[config.mk]
export PLATFORM = sky130hd
export DESIGN_NAME = latency_log_histogram
export DESIGN_NICKNAME = d
export VERILOG_FILES = /design/src/sv/lhist_pkg.sv /design/src/sv/lhist_bin_map.sv /design/src/sv/lhist_bin_ram.sv /design/src/sv/latency_log_histogram.sv
export SDC_FILE = /design/constraint.sdc
export NUM_CORES = 2
export LEC_CHECK = 0
export BUFFER_PORTS_ARGS = -buffer_cell sky130_fd_sc_hd__buf_2
export CELL_PAD_IN_SITES_DETAIL_PLACEMENT = 0
export CELL_PAD_IN_SITES_GLOBAL_PLACEMENT = 2
export CORE_MARGIN = 1.5
export CORE_UTILIZATION = 49
export CTS_CLUSTER_SIZE = 14
export DETAILED_ROUTE_END_ITERATION = 10
export PLACE_DENSITY_LB_ADDON = 0.3
export SYNTH_ARGS = -nofsm -noshare
export SYNTH_HDL_FRONTEND = slang
export SYNTH_HIERARCHICAL = 1
export SYNTH_SLANG_ARGS = --single-unit
[constraint.sdc]
create_clock -name clk -period 30.1 [get_ports clk]
set_input_delay 1.505 -clock clk [delete_from_list [all_inputs] [get_ports clk]]
set_output_delay 1.505 -clock clk [all_outputs]
set_load 0.1 [all_outputs]
[src/sv/lhist_pkg.sv]
// ----------------------------------------------------------------------------
// lhist_pkg
// Shared constants for the latency histogram: bin layout, time limits,
// result status codes and register indexes.
// ----------------------------------------------------------------------------
`default_nettype none

package lhist_pkg;

  localparam int unsigned NUM_BINS = 38;
  localparam int unsigned BIN_W    = 6;
  localparam int unsigned NUM_BOUNDS = 36;
  localparam int unsigned DUR_W    = 20;
  localparam int unsigned TS_W     = 63;
  localparam int unsigned PROD_W   = 62;

  localparam logic [BIN_W-1:0] OVF_BIN = 6'd37;

  localparam logic [29:0] NS_PER_SEC = 30'd1000000000;
  localparam logic [TS_W-1:0] LIMIT_NS = 63'd1000000;
  localparam logic [39:0] MIN_RESET = 40'd1000000000000;

  // result status codes
  localparam logic [1:0] ST_RECORDED = 2'd0;
  localparam logic [1:0] ST_OVERFLOW = 2'd1;
  localparam logic [1:0] ST_DISABLED = 2'd2;
  localparam logic [1:0] ST_READ     = 2'd3;

  // request codes
  localparam logic REQ_RECORD = 1'b0;
  localparam logic REQ_READ   = 1'b1;

  // register index (word index of the config port)
  localparam logic REG_ENABLED = 1'b0;

  // lower edges of bins 1..36: 100 ns, 1 us, 10 us and 100 us decades
  localparam logic [DUR_W-1:0] BIN_BOUNDS [NUM_BOUNDS] = '{
    20'd100,    20'd200,    20'd300,    20'd400,    20'd500,
    20'd600,    20'd700,    20'd800,    20'd900,
    20'd1000,   20'd2000,   20'd3000,   20'd4000,   20'd5000,
    20'd6000,   20'd7000,   20'd8000,   20'd9000,
    20'd10000,  20'd20000,  20'd30000,  20'd40000,  20'd50000,
    20'd60000,  20'd70000,  20'd80000,  20'd90000,
    20'd100000, 20'd200000, 20'd300000, 20'd400000, 20'd500000,
    20'd600000, 20'd700000, 20'd800000, 20'd900000
  };

endpackage

`default_nettype wire

[src/sv/lhist_bin_map.sv]
// ----------------------------------------------------------------------------
// lhist_bin_map
// Maps an in-range duration (below 1 ms) to its log-decade bin 0..36.
// ----------------------------------------------------------------------------
`default_nettype none

module lhist_bin_map (
  input  logic [lhist_pkg::DUR_W-1:0] dur,
  output logic [lhist_pkg::BIN_W-1:0] bin
);

  logic [lhist_pkg::NUM_BOUNDS-1:0] ge;
  logic [1:0]                       dec;
  logic [8:0]                       grp;
  logic [3:0]                       sub;
  logic [lhist_pkg::BIN_W-1:0]      base;

  // all edge compares in parallel
  always_comb begin
    for (int i = 0; i < lhist_pkg::NUM_BOUNDS; i++) begin
      ge[i] = (dur >= lhist_pkg::BIN_BOUNDS[i]);
    end
  end

  // decade from the 1 us, 10 us and 100 us edges
  always_comb begin
    if (ge[27]) begin
      dec = 2'd3;
    end else if (ge[18]) begin
      dec = 2'd2;
    end else if (ge[9]) begin
      dec = 2'd1;
    end else begin
      dec = 2'd0;
    end
  end

  always_comb begin
    case (dec)
      2'd0:    grp = ge[8:0];
      2'd1:    grp = ge[17:9];
      2'd2:    grp = ge[26:18];
      default: grp = ge[35:27];
    endcase
  end

  // thermometer to count within the decade
  always_comb begin
    sub = 4'd0;
    for (int j = 0; j < 9; j++) begin
      if (grp[j]) begin
        sub = 4'(j + 1);
      end
    end
  end

  assign base = {1'b0, dec, 3'b000} + {4'b0000, dec};
  assign bin  = base + {2'b00, sub};

endmodule

`default_nettype wire

[src/sv/lhist_bin_ram.sv]
// ----------------------------------------------------------------------------
// lhist_bin_ram
// Bin count memory, one write and one registered read port; entries not
// written since reset read as zero.
// ----------------------------------------------------------------------------
`default_nettype none

module lhist_bin_ram #(
  parameter int CNT_W = 32
) (
  input  logic                        clk,
  input  logic                        rst_n,
  input  logic                        wr_en,
  input  logic [lhist_pkg::BIN_W-1:0] wr_addr,
  input  logic [CNT_W-1:0]            wr_data,
  input  logic                        rd_en,
  input  logic [lhist_pkg::BIN_W-1:0] rd_addr,
  output logic [CNT_W-1:0]            rd_data
);

  logic [CNT_W-1:0]              mem [lhist_pkg::NUM_BINS];
  logic [lhist_pkg::NUM_BINS-1:0] valid_r;
  logic [CNT_W-1:0]              rd_q_r;
  logic                          rd_valid_r;

  always_ff @(posedge clk) begin
    if (wr_en) begin
      mem[wr_addr] <= wr_data;
    end
    if (rd_en) begin
      rd_q_r <= mem[rd_addr];
    end
  end

  always_ff @(posedge clk) begin
    if (!rst_n) begin
      valid_r    <= '0;
      rd_valid_r <= 1'b0;
    end else begin
      if (wr_en) begin
        valid_r[wr_addr] <= 1'b1;
      end
      if (rd_en) begin
        rd_valid_r <= valid_r[rd_addr];
      end
    end
  end

  assign rd_data = rd_valid_r ? rd_q_r : '0;

endmodule

`default_nettype wire

[src/sv/latency_log_histogram.sv]
// sequence: an enabled record steps through multiply, add, compare, bin read and write back;
//   a read or a record taken while disabled goes straight to bin read and write back
// items: one in flight; busy stays high through write back, and the result strobe is registered from it
// reset: synchronous active-low rst_n clears control, stats, enable and the
//   bin memory valid bits at once (no clearing pass); results cannot be stalled
// ----------------------------------------------------------------------------
// latency_log_histogram
// Latency monitor: converts start/end timestamps to an interval, keeps
// count, sum, min and max, and counts it in a log-decade histogram.
// ----------------------------------------------------------------------------
`default_nettype none

module latency_log_histogram #(
  parameter int COUNT_WIDTH = 32
) (
  input  logic        clk,
  input  logic        rst_n,
  // command channel
  input  logic        start,
  output logic        busy,
  input  logic        in_req_type,
  input  logic [31:0] in_start_sec,
  input  logic [29:0] in_start_nsec,
  input  logic [31:0] in_end_sec,
  input  logic [29:0] in_end_nsec,
  input  logic [5:0]  in_bin_select,
  // result channel
  output logic        out_valid,
  output logic [1:0]  out_status,
  output logic [5:0]  out_bin_used,
  output logic [31:0] out_bin_count,
  output logic [31:0] out_call_count,
  output logic [63:0] out_sum_ns,
  output logic [39:0] out_min_ns,
  output logic [19:0] out_max_ns,
  // config port
  input  logic        psel,
  input  logic        penable,
  input  logic        pwrite,
  input  logic [2:0]  paddr,
  input  logic [31:0] pwdata,
  output logic [31:0] prdata,
  output logic        pready
);

  localparam int DW = lhist_pkg::DUR_W;
  localparam int BW = lhist_pkg::BIN_W;
  localparam int TW = lhist_pkg::TS_W;
  localparam int PW = lhist_pkg::PROD_W;

  // sequencer states
  localparam logic [2:0] S_IDLE = 3'd0;
  localparam logic [2:0] S_MUL  = 3'd1;
  localparam logic [2:0] S_ADD  = 3'd2;
  localparam logic [2:0] S_CMP  = 3'd3;
  localparam logic [2:0] S_BIN  = 3'd4;
  localparam logic [2:0] S_RD   = 3'd5;

  logic [2:0] state_r, state_nxt;

  // captured command
  logic          req_r;
  logic [31:0]   ssec_r, esec_r;
  logic [29:0]   snsec_r, ensec_r;
  logic [BW-1:0] sel_r;

  // time conversion pipeline
  logic [PW-1:0] prod_s_r, prod_e_r;
  logic [TW-1:0] ts_s_r, ts_e_r;
  logic [TW:0]   diff;
  logic [DW-1:0] dur_r;
  logic          ovf_r;

  // per-item decision
  logic [BW-1:0] bin_r, bin_nxt, map_bin, sel_clamp;
  logic [1:0]    status_r, status_nxt;

  // statistics
  logic                   enabled_r;
  logic [COUNT_WIDTH-1:0] calls_r;
  logic [63:0]            total_r;
  logic [39:0]            min_r;
  logic [DW-1:0]          max_r;

  // memory interface
  logic                   rd_en, wr_en;
  logic [COUNT_WIDTH-1:0] cnt_cur, cnt_inc;
  logic [64:0]            total_sum;

  // result registers
  logic          out_valid_r;
  logic [1:0]    out_status_r;
  logic [BW-1:0] out_bin_r;
  logic [31:0]   out_count_r, out_count_nxt;
  logic [COUNT_WIDTH+31:0] cnt_ext, calls_ext;

  logic in_fire, cfg_wr, is_rec;

  assign in_fire = start && !busy;
  assign busy    = (state_r != S_IDLE);
  assign cfg_wr  = psel && penable && pwrite && pready;
  assign pready  = 1'b1;
  assign prdata  = (paddr[2] == lhist_pkg::REG_ENABLED) ? {31'b0, enabled_r} : 32'b0;

  // --------------------------------------------------------------------------
  // sequencer: records run the full conversion; reads and disabled records
  // go straight to the bin stage
  // --------------------------------------------------------------------------
  always_comb begin
    state_nxt = state_r;
    unique case (state_r)
      S_IDLE: begin
        if (in_fire) begin
          if (in_req_type == lhist_pkg::REQ_READ || !enabled_r) begin
            state_nxt = S_BIN;
          end else begin
            state_nxt = S_MUL;
          end
        end
      end
      S_MUL:   state_nxt = S_ADD;
      S_ADD:   state_nxt = S_CMP;
      S_CMP:   state_nxt = S_BIN;
      S_BIN:   state_nxt = S_RD;
      S_RD:    state_nxt = S_IDLE;
      default: state_nxt = S_IDLE;
    endcase
  end

  always_ff @(posedge clk) begin
    if (!rst_n) begin
      state_r <= S_IDLE;
    end else begin
      state_r <= state_nxt;
    end
  end

  // --------------------------------------------------------------------------
  // command capture and timestamp arithmetic
  // ts = sec * 1e9 + nsec fits in 63 bits for any field pattern
  // --------------------------------------------------------------------------
  assign diff = {1'b0, ts_e_r} - {1'b0, ts_s_r};

  always_ff @(posedge clk) begin
    if (in_fire) begin
      req_r   <= in_req_type;
      ssec_r  <= in_start_sec;
      snsec_r <= in_start_nsec;
      esec_r  <= in_end_sec;
      ensec_r <= in_end_nsec;
      sel_r   <= in_bin_select;
    end
    if (state_r == S_MUL) begin
      prod_s_r <= PW'(ssec_r) * PW'(lhist_pkg::NS_PER_SEC);
      prod_e_r <= PW'(esec_r) * PW'(lhist_pkg::NS_PER_SEC);
    end
    if (state_r == S_ADD) begin
      ts_s_r <= TW'(prod_s_r) + TW'(snsec_r);
      ts_e_r <= TW'(prod_e_r) + TW'(ensec_r);
    end
    if (state_r == S_CMP) begin
      // a borrow means the start is later than the end
      ovf_r <= diff[TW] || (diff[TW-1:0] >= lhist_pkg::LIMIT_NS);
      dur_r <= diff[DW-1:0];
    end
  end

  // --------------------------------------------------------------------------
  // bin stage: pick the bin and issue the memory read
  // --------------------------------------------------------------------------
  lhist_bin_map u_bin_map (
    .dur (dur_r),
    .bin (map_bin)
  );

  assign sel_clamp = (sel_r > lhist_pkg::OVF_BIN) ? lhist_pkg::OVF_BIN : sel_r;

  always_comb begin
    if (req_r == lhist_pkg::REQ_READ) begin
      status_nxt = lhist_pkg::ST_READ;
      bin_nxt    = sel_clamp;
    end else if (!enabled_r) begin
      status_nxt = lhist_pkg::ST_DISABLED;
      bin_nxt    = '0;
    end else if (ovf_r) begin
      status_nxt = lhist_pkg::ST_OVERFLOW;
      bin_nxt    = lhist_pkg::OVF_BIN;
    end else begin
      status_nxt = lhist_pkg::ST_RECORDED;
      bin_nxt    = map_bin;
    end
  end

  assign rd_en = (state_r == S_BIN);

  always_ff @(posedge clk) begin
    if (state_r == S_BIN) begin
      status_r <= status_nxt;
      bin_r    <= bin_nxt;
    end
  end

  // --------------------------------------------------------------------------
  // read-modify-write of the bin count; one item in flight, so no forwarding
  // --------------------------------------------------------------------------
  assign cnt_inc = (cnt_cur == {COUNT_WIDTH{1'b1}}) ? cnt_cur : cnt_cur + 1'b1;
  assign wr_en   = (state_r == S_RD) &&
                   (status_r == lhist_pkg::ST_RECORDED || status_r == lhist_pkg::ST_OVERFLOW);
  assign is_rec  = (state_r == S_RD) && (status_r == lhist_pkg::ST_RECORDED);

  lhist_bin_ram #(
    .CNT_W (COUNT_WIDTH)
  ) u_bin_ram (
    .clk     (clk),
    .rst_n   (rst_n),
    .wr_en   (wr_en),
    .wr_addr (bin_r),
    .wr_data (cnt_inc),
    .rd_en   (rd_en),
    .rd_addr (bin_nxt),
    .rd_data (cnt_cur)
  );

  // result count, low 32 bits of the counter
  always_comb begin
    case (status_r)
      lhist_pkg::ST_READ:     cnt_ext = {32'b0, cnt_cur};
      lhist_pkg::ST_DISABLED: cnt_ext = '0;
      default:                cnt_ext = {32'b0, cnt_inc};
    endcase
    out_count_nxt = cnt_ext[31:0];
  end

  // --------------------------------------------------------------------------
  // running statistics, updated only by in-range records
  // --------------------------------------------------------------------------
  assign total_sum = {1'b0, total_r} + {45'b0, dur_r};

  always_ff @(posedge clk) begin
    if (!rst_n) begin
      enabled_r <= 1'b0;
      calls_r   <= '0;
      total_r   <= '0;
      min_r     <= lhist_pkg::MIN_RESET;
      max_r     <= '0;
    end else begin
      if (cfg_wr && paddr[2] == lhist_pkg::REG_ENABLED) begin
        enabled_r <= pwdata[0];
      end
      if (is_rec) begin
        if (calls_r != {COUNT_WIDTH{1'b1}}) begin
          calls_r <= calls_r + 1'b1;
        end
        // sum saturates at all ones
        total_r <= total_sum[64] ? {64{1'b1}} : total_sum[63:0];
        if ({20'b0, dur_r} < min_r) begin
          min_r <= {20'b0, dur_r};
        end
        if (dur_r > max_r) begin
          max_r <= dur_r;
        end
      end
    end
  end

  // --------------------------------------------------------------------------
  // result transfer: one-cycle strobe; stats ports show the state after it
  // --------------------------------------------------------------------------
  always_ff @(posedge clk) begin
    if (!rst_n) begin
      out_valid_r <= 1'b0;
    end else begin
      out_valid_r <= (state_r == S_RD);
    end
  end

  always_ff @(posedge clk) begin
    if (state_r == S_RD) begin
      out_status_r <= status_r;
      out_bin_r    <= bin_r;
      out_count_r  <= out_count_nxt;
    end
  end

  assign calls_ext = {32'b0, calls_r};

  assign out_valid      = out_valid_r;
  assign out_status     = out_status_r;
  assign out_bin_used   = out_bin_r;
  assign out_bin_count  = out_count_r;
  assign out_call_count = calls_ext[31:0];
  assign out_sum_ns     = total_r;
  assign out_min_ns     = min_r;
  assign out_max_ns     = max_r;

endmodule

`default_nettype wire

Word-level counts from Yosys, hierarchy flattened
Memory sizes are Yosys's and may differ from the RTL's. A register that Yosys moved wholly into a read port is not among the register bits.
Cells that the tools add are included.
{"block": "op_classes", "addsub": 8, "n_mul": 2, "order_cmp": 43, "n_eq_ne": 13, "n_mux": 33, "n_bitwise": 3, "reduce_logical": 20}
{"operator": "62-bit by 30-bit adder with 63-bit output", "count": 2}
{"operator": "32-bit by 21-bit multiplier with 53-bit output (second input constant)", "count": 2}
{"operator": "20-bit by 10-bit >= comparator with 1-bit output (second input constant)", "count": 5}
{"operator": "20-bit by 13-bit >= comparator with 1-bit output (second input constant)", "count": 4}
{"operator": "20-bit by 17-bit >= comparator with 1-bit output (second input constant)", "count": 4}
{"operator": "20-bit >= comparator (second input constant)", "count": 4}
{"operator": "64-bit by 20-bit adder with 65-bit output", "count": 1}
{"operator": "32-bit by 1-bit adder with 32-bit output (second input constant)", "count": 2}
{"operator": "32-bit 2-to-1 mux", "count": 2}
{"operator": "64-bit 2-to-1 mux", "count": 1}
{"operator": "32-bit one-hot mux with 2 select lines", "count": 1}
{"operator": "63-bit by 63-bit subtractor with 64-bit output", "count": 1}
{"operator": "63-bit by 20-bit >= comparator with 1-bit output (second input constant)", "count": 1}
{"operator": "20-bit by 16-bit >= comparator with 1-bit output (second input constant)", "count": 3}
{"operator": "20-bit by 19-bit >= comparator with 1-bit output (second input constant)", "count": 3}
{"operator": "20-bit by 9-bit >= comparator with 1-bit output (second input constant)", "count": 3}
{"operator": "20-bit by 12-bit >= comparator with 1-bit output (second input constant)", "count": 2}
{"operator": "20-bit by 14-bit >= comparator with 1-bit output (second input constant)", "count": 2}
{"operator": "20-bit by 15-bit >= comparator with 1-bit output (second input constant)", "count": 2}
{"operator": "20-bit by 40-bit < comparator with 1-bit output", "count": 1}
{"operator": "38-bit bitwise OR", "count": 1}
{"operator": "32-bit equality test (second input constant)", "count": 1}
{"operator": "32-bit != test (second input constant)", "count": 1}
{"operator": "9-bit one-hot mux with 3 select lines", "count": 1}
{"operator": "other kinds (33)", "count": 72}
{"block": "word_totals", "reg_bits": 622, "ramBits": 1216, "out_inout_bits": 231, "word_cells": 150, "n_memories": 1}
{"memory": "u_bin_ram.mem", "depth": 38, "width": 32, "rd": 1, "rd_clocked_by_memory_dff": 1, "wr": 1, "line_no": "lhist_bin_ram.sv:21", "source": "logic [CNT_W-1:0] mem [lhist_pkg::NUM_BINS];"}

Longest topological paths before layout
{"block": "depth", "word_depth": 21, "mapped_depth": 26, "ltp_nobuf": 25}

Modules after synthesis
The synthesis kept the hierarchy.
{"module": "latency_log_histogram", "n_inst": 1, "cells_each": 5443, "area_each_um2": 56306.5, "seq_area_each_um2": 15815.2}
{"module": "lhist_bin_ram", "n_inst": 1, "cells_each": 2174, "area_each_um2": 49033.3, "seq_area_each_um2": 38256.7}
{"module": "lhist_bin_map", "n_inst": 1, "cells_each": 229, "area_each_um2": 1365.1, "seq_area_each_um2": 0.0}

Worst setup path after synthesis
Ideal clock, no wire load.
{"block": "synth_timing", "path_type": "flip-flop to flip-flop", "from": "reg state_r[1]", "to": "reg ts_e_r[0] (enable)", "arrival_time_ns": 9.698, "t_required_ns": 29.309, "slack_ns": 19.611, "path_stages_with_launch": 3, "period_less_slack_ns": 10.489, "path_cell_list": "dfxtp_1 > clkbuf_1 > nor3b_1"}
{"block": "synth_between", "elab_chain_len": 1}
{"element": "start: declaration", "line_no": "latency_log_histogram.sv:59", "source": "logic [2:0] state_r, state_nxt;"}
{"element": "start signal: assignment", "line_no": "latency_log_histogram.sv:134", "source": "state_r <= state_nxt;"}
{"element": "3-bit by 2-bit equality test with 1-bit output", "line_no": "latency_log_histogram.sv:157", "source": "if (state_r == S_ADD) begin"}
{"element": "end signal: assignment", "line_no": "latency_log_histogram.sv:159", "source": "ts_e_r <= TW'(prod_e_r) + TW'(ensec_r);"}
{"element": "end: declaration", "line_no": "latency_log_histogram.sv:69", "source": "logic [TW-1:0] ts_s_r, ts_e_r;"}
Every way passes these cells.
A chain may end at the register's enable or synchronous reset.

Final worst setup path
{"block": "layout_timing", "from": "reg dur_r[19]", "to": "reg u_bin_ram.rd_q_r[19] (read register of u_bin_ram.mem), data pin"}
{"block": "layout_between", "elab_chain_len": 19, "word_cells_on_any_way": 57, "cone_classes": "2 x add/sub; 36 x order compare; 2 x eq/ne; 16 x mux; 1 x reduce/logical"}
{"element": "start: declaration", "line_no": "latency_log_histogram.sv:71", "source": "logic [DW-1:0] dur_r;"}
{"element": "start signal: assignment", "line_no": "latency_log_histogram.sv:164", "source": "dur_r <= diff[DW-1:0];"}
{"element": "20-bit by 10-bit >= comparator with 1-bit output", "line_no": "lhist_bin_map.sv:21", "source": "ge[i] = (dur >= lhist_pkg::BIN_BOUNDS[i]);"}
{"element": "1-bit 2-to-1 mux", "line_no": "lhist_bin_map.sv:31", "source": "end else if (ge[9]) begin"}
{"element": "2-bit 2-to-1 mux", "line_no": "lhist_bin_map.sv:29", "source": "end else if (ge[18]) begin"}
{"element": "2-bit 2-to-1 mux", "line_no": "lhist_bin_map.sv:27", "source": "if (ge[27]) begin"}
{"element": "2-bit equality test (tied with other cells)", "line_no": "lhist_bin_map.sv:39", "source": "case (dec)"}
{"element": "9-bit one-hot mux with 3 select lines", "line_no": "lhist_bin_map.sv:39"}
{"element": "1-bit 2-to-1 mux", "line_no": "lhist_bin_map.sv:51", "source": "if (grp[j]) begin"}
{"element": "2-bit 2-to-1 mux (2 in series)", "line_no": "lhist_bin_map.sv:51"}
{"element": "3-bit 2-to-1 mux (4 in series)", "line_no": "lhist_bin_map.sv:51"}
{"element": "4-bit 2-to-1 mux (2 in series)", "line_no": "lhist_bin_map.sv:51"}
{"element": "6-bit by 4-bit adder with 6-bit output (*)", "line_no": "lhist_bin_map.sv:58", "source": "assign bin = base + {2'b00, sub};"}
{"element": "net map_bin[1]", "line_no": "latency_log_histogram.sv:75", "source": "logic [BW-1:0] bin_r, bin_nxt, map_bin, sel_clamp;"}
{"element": "6-bit 2-to-1 mux (*)", "line_no": "latency_log_histogram.sv:185", "source": "end else if (ovf_r) begin"}
{"element": "6-bit 2-to-1 mux (*)", "line_no": "latency_log_histogram.sv:182", "source": "end else if (!enabled_r) begin"}
{"element": "6-bit 2-to-1 mux (*)", "line_no": "latency_log_histogram.sv:179", "source": "if (req_r == lhist_pkg::REQ_READ) begin"}
{"element": "net bin_nxt[1]", "line_no": "latency_log_histogram.sv:75"}
{"element": "end: declaration", "line_no": "lhist_bin_ram.sv:23", "source": "logic [CNT_W-1:0] rd_q_r;"}
The timed path passes the listed nets; every way through them passes the cells marked *.

==> impl_results.md <==
* Status: finished, final reports clean
* Flip-flop and latch count after synthesis at 1861
* Number of buffers inserted by post-CTS setup repair at 0
* Sum Neg Setup Slack at 0 ns
* Number of port buffers at 327
* All-layer global routing usage at 0.243
* Leading area contributor after synthesis: edfxtp_1
* EDFF count, synth at 1680
* Cts bufs inserted at 195
* Hold violation total from the final report at 0
* Sequential fraction of the synthesis area at 0.507
* Total wire length at 267000 um
* Number of global-route vias before repair at 65700
* Fraction of synthesized cell area in xor and xnor cells at 0.0286
* Complex-gate fraction of the synthesized area at 0.0711
* Clock slew at reported path FFs at 0.06 ns
* Final setup viols at 0
* H-tree Lvls at 4
* Number of design rule violations left after detail routing at 0
* Most common cell after layout, fill and taps aside: edfxtp_1
* Area fraction of the dominant cell type after synthesis at 0.473
* Simple-gate portion of the synthesized area at 0.0593
* Reg2reg start: dur_r[19]
* Average wire per standard cell at 23.7 um
* Vias at 64000
* Setup repair after global routing missed its margin: false
* Routed vias/inst at 5.68
* Post-layout min period at 7.97 ns
* Max-slew headroom at the worst pin at 0.261
* Initial antenna violation count at 7
* Actual slew at the worst max-slew pin at 1.11 ns
* Total Nets Final at 9735
* Site row count at 171
* Die area at 221000 um2
* Count of distinct cell types in the synthesized netlist at 108
* Class of the most critical setup path: reg -> reg
* Fraction of registers with async set/reset at 0
* Primary flip-flop cell chosen by synthesis mapping: edfxtp_1
* Later-pin clock latency in the skew report at 0.87 ns
* Count of warnings emitted by yosys at 6
* Crit path launch type: flop
* Setup Skew at 0.102 ns
* Setup slack of the critical path after layout at 22.13 ns
* Starting utilization of the core area at 0.492
* Pin count of the biggest net entering global routing at 127
* TritonCTS clock tree: yes
* Clock Path Buffers at 3
* Number of nets with antenna violations after detailed routing at 0
* Width of the die at 470 um
* First-pass GRT wire length at 406000 um
* Synthesized instance count at 7846
* Top-Level Pins at 403
* Largest family of logic cells by synthesized area: adder cells
* Most used cells in the layout excluding fill and tap cells: edfxtp_1, inv_1, ha_1
* Count of cells resized by post-cts repair at 0
* Drt first pass iters at 6
* Endpoint required time on the critical path at 30.69 ns
* Clk Tree Root Cell: clkbuf_16
* Die Y-Extent at 470 um
* Max frequency at 0.125 GHz
* Core ar. at 217000 um2
* Final cell utilization of the core at 0.547
* Cts hold-fix bufs at 0
* Share of synthesized cell area in full adder, half adder and majority cells at 0.200
* Min-delay src: ensec_r[4]
* Initial drt markers at 5107
* Type of the worst min-delay path: reg -> reg
* Element type at the critical path end: flop
* CTS Sinks at 1861
* Post-route worst hold slack at 0.385 ns
* Arrival time of data at the critical path endpoint at 8.57 ns
* Syn avg cell area at 13.6 um2
* Dominant cells by area after synthesis: edfxtp_1, fa_1, ha_1
* Final weighted congestion in routability-driven placement at 0.877
* Fraction of final layout cells with drive strength greater than 1 at 0.143
* Share of the cycle needed by the critical path after routing at 0.265
* Max Slew Vio Count at 0
* Number of max-cap violations at 0
* Dpl hpwl at 186000 um
* Launch point of the critical path: dur_r[19]
* GR Overflow Total at 0
* Portion of netlist area occupied by mux cells at 0.0809
* Critical-path maximum fanout at 53
* Post-synthesis cell area at 107000 um2
* Post-synthesis to final-layout area growth at 11.1%
* Worst slack at placement at 22.10 ns
-- area by class of cell --
class	count	area, um2
timing repair buffer	460	2670
sequential	1861	54100
clock buffer	232	5040
fill	17900	98200
clock inverter	133	1410
inverter	1105	4150
antenna	1	2.50
multi-input combinational	4612	47700
tap	2854	3570
-- cell usage after synthesis (161+ instances only) --
master	instances
edfxtp_1	1680
inv_1	1100
ha_1	699
fa_1	629
nor2_1	350
a21oi_1	338
mux4_2	305
nand2_1	261
xnor2_1	215
dfxtp_1	181
mux2i_1	167
o21ai_0	161
-- metal layers --
layer  GRT usage  vias to the layer above  routed length, um
li1            -                    29000                  -
met1       0.320                    32700             108000
met2       0.423                     1842             136000
met3      0.0332                      399              15500
met4      0.0662                        4               7340
met5           0                        -                 26
-- registers in the layout, summed over array words and instances (netlist names), 30 cells and up --
name	flops
ensec_r	30
esec_r	32
out_bin_count	32
out_call_count	32
out_sum_ns	64
prod_e_r	53
prod_s_r	53
snsec_r	30
ssec_r	32
ts_e_r	63
ts_s_r	63
u_bin_ram/mem	1216
u_bin_ram/rd_q_r	32
u_bin_ram/valid_r	38
-- kinds of logic (layout without fill, tap and decap cells) --
family          after synthesis  in the layout
flops                      1861           1861
xor+xnor                    349            349
compound gates             1140           1140
fa+ha+maj                  1328           1328
other cells                   2             43
simple gates               1273           1273
buf+inv                    1413           1930
mux                         480            480
-- critical path: stages (launching register included) --
cell and delay [ns]:
edfxtp_1 0.69, nor4_4 0.47, and3_1 0.28, o21a_1 0.41, o21ai_0 0.25, a32oi_2 0.44, o221ai_1 0.22, ha_1 0.25
fa_1 0.55, nand3b_1 0.15, o21ai_4 0.27, buf_4 0.75, buf_4 0.73, buf_4 0.76, mux4_2 0.41, mux4_2 0.51
a221o_1 0.39
-- stage by stage --
step | cell area [um2] | std cells
after detailed placement | 112000 | 10900
after CTS | 119000 | 11300
final | 119000 | 11300
after floorplan | 107000 | 7886
after global routing | 119000 | 11300
after global placement | 112000 | 10900
-- path summary, 6_finish.rpt --
kind / endpoint / depth (start not counted) / slack (ns)
max reg2reg: u_bin_ram/rd_q_r[19] / 16 / 22.13
max: u_bin_ram/rd_q_r[19] / 16 / 22.13
min: ts_e_r[4] / 0 / 0.38
min reg2reg: ts_e_r[4] / 0 / 0.38
Power is left out: the tool's default activity adds up to more than one toggle a clock period on the data nets, which glitch-free logic cannot reach.
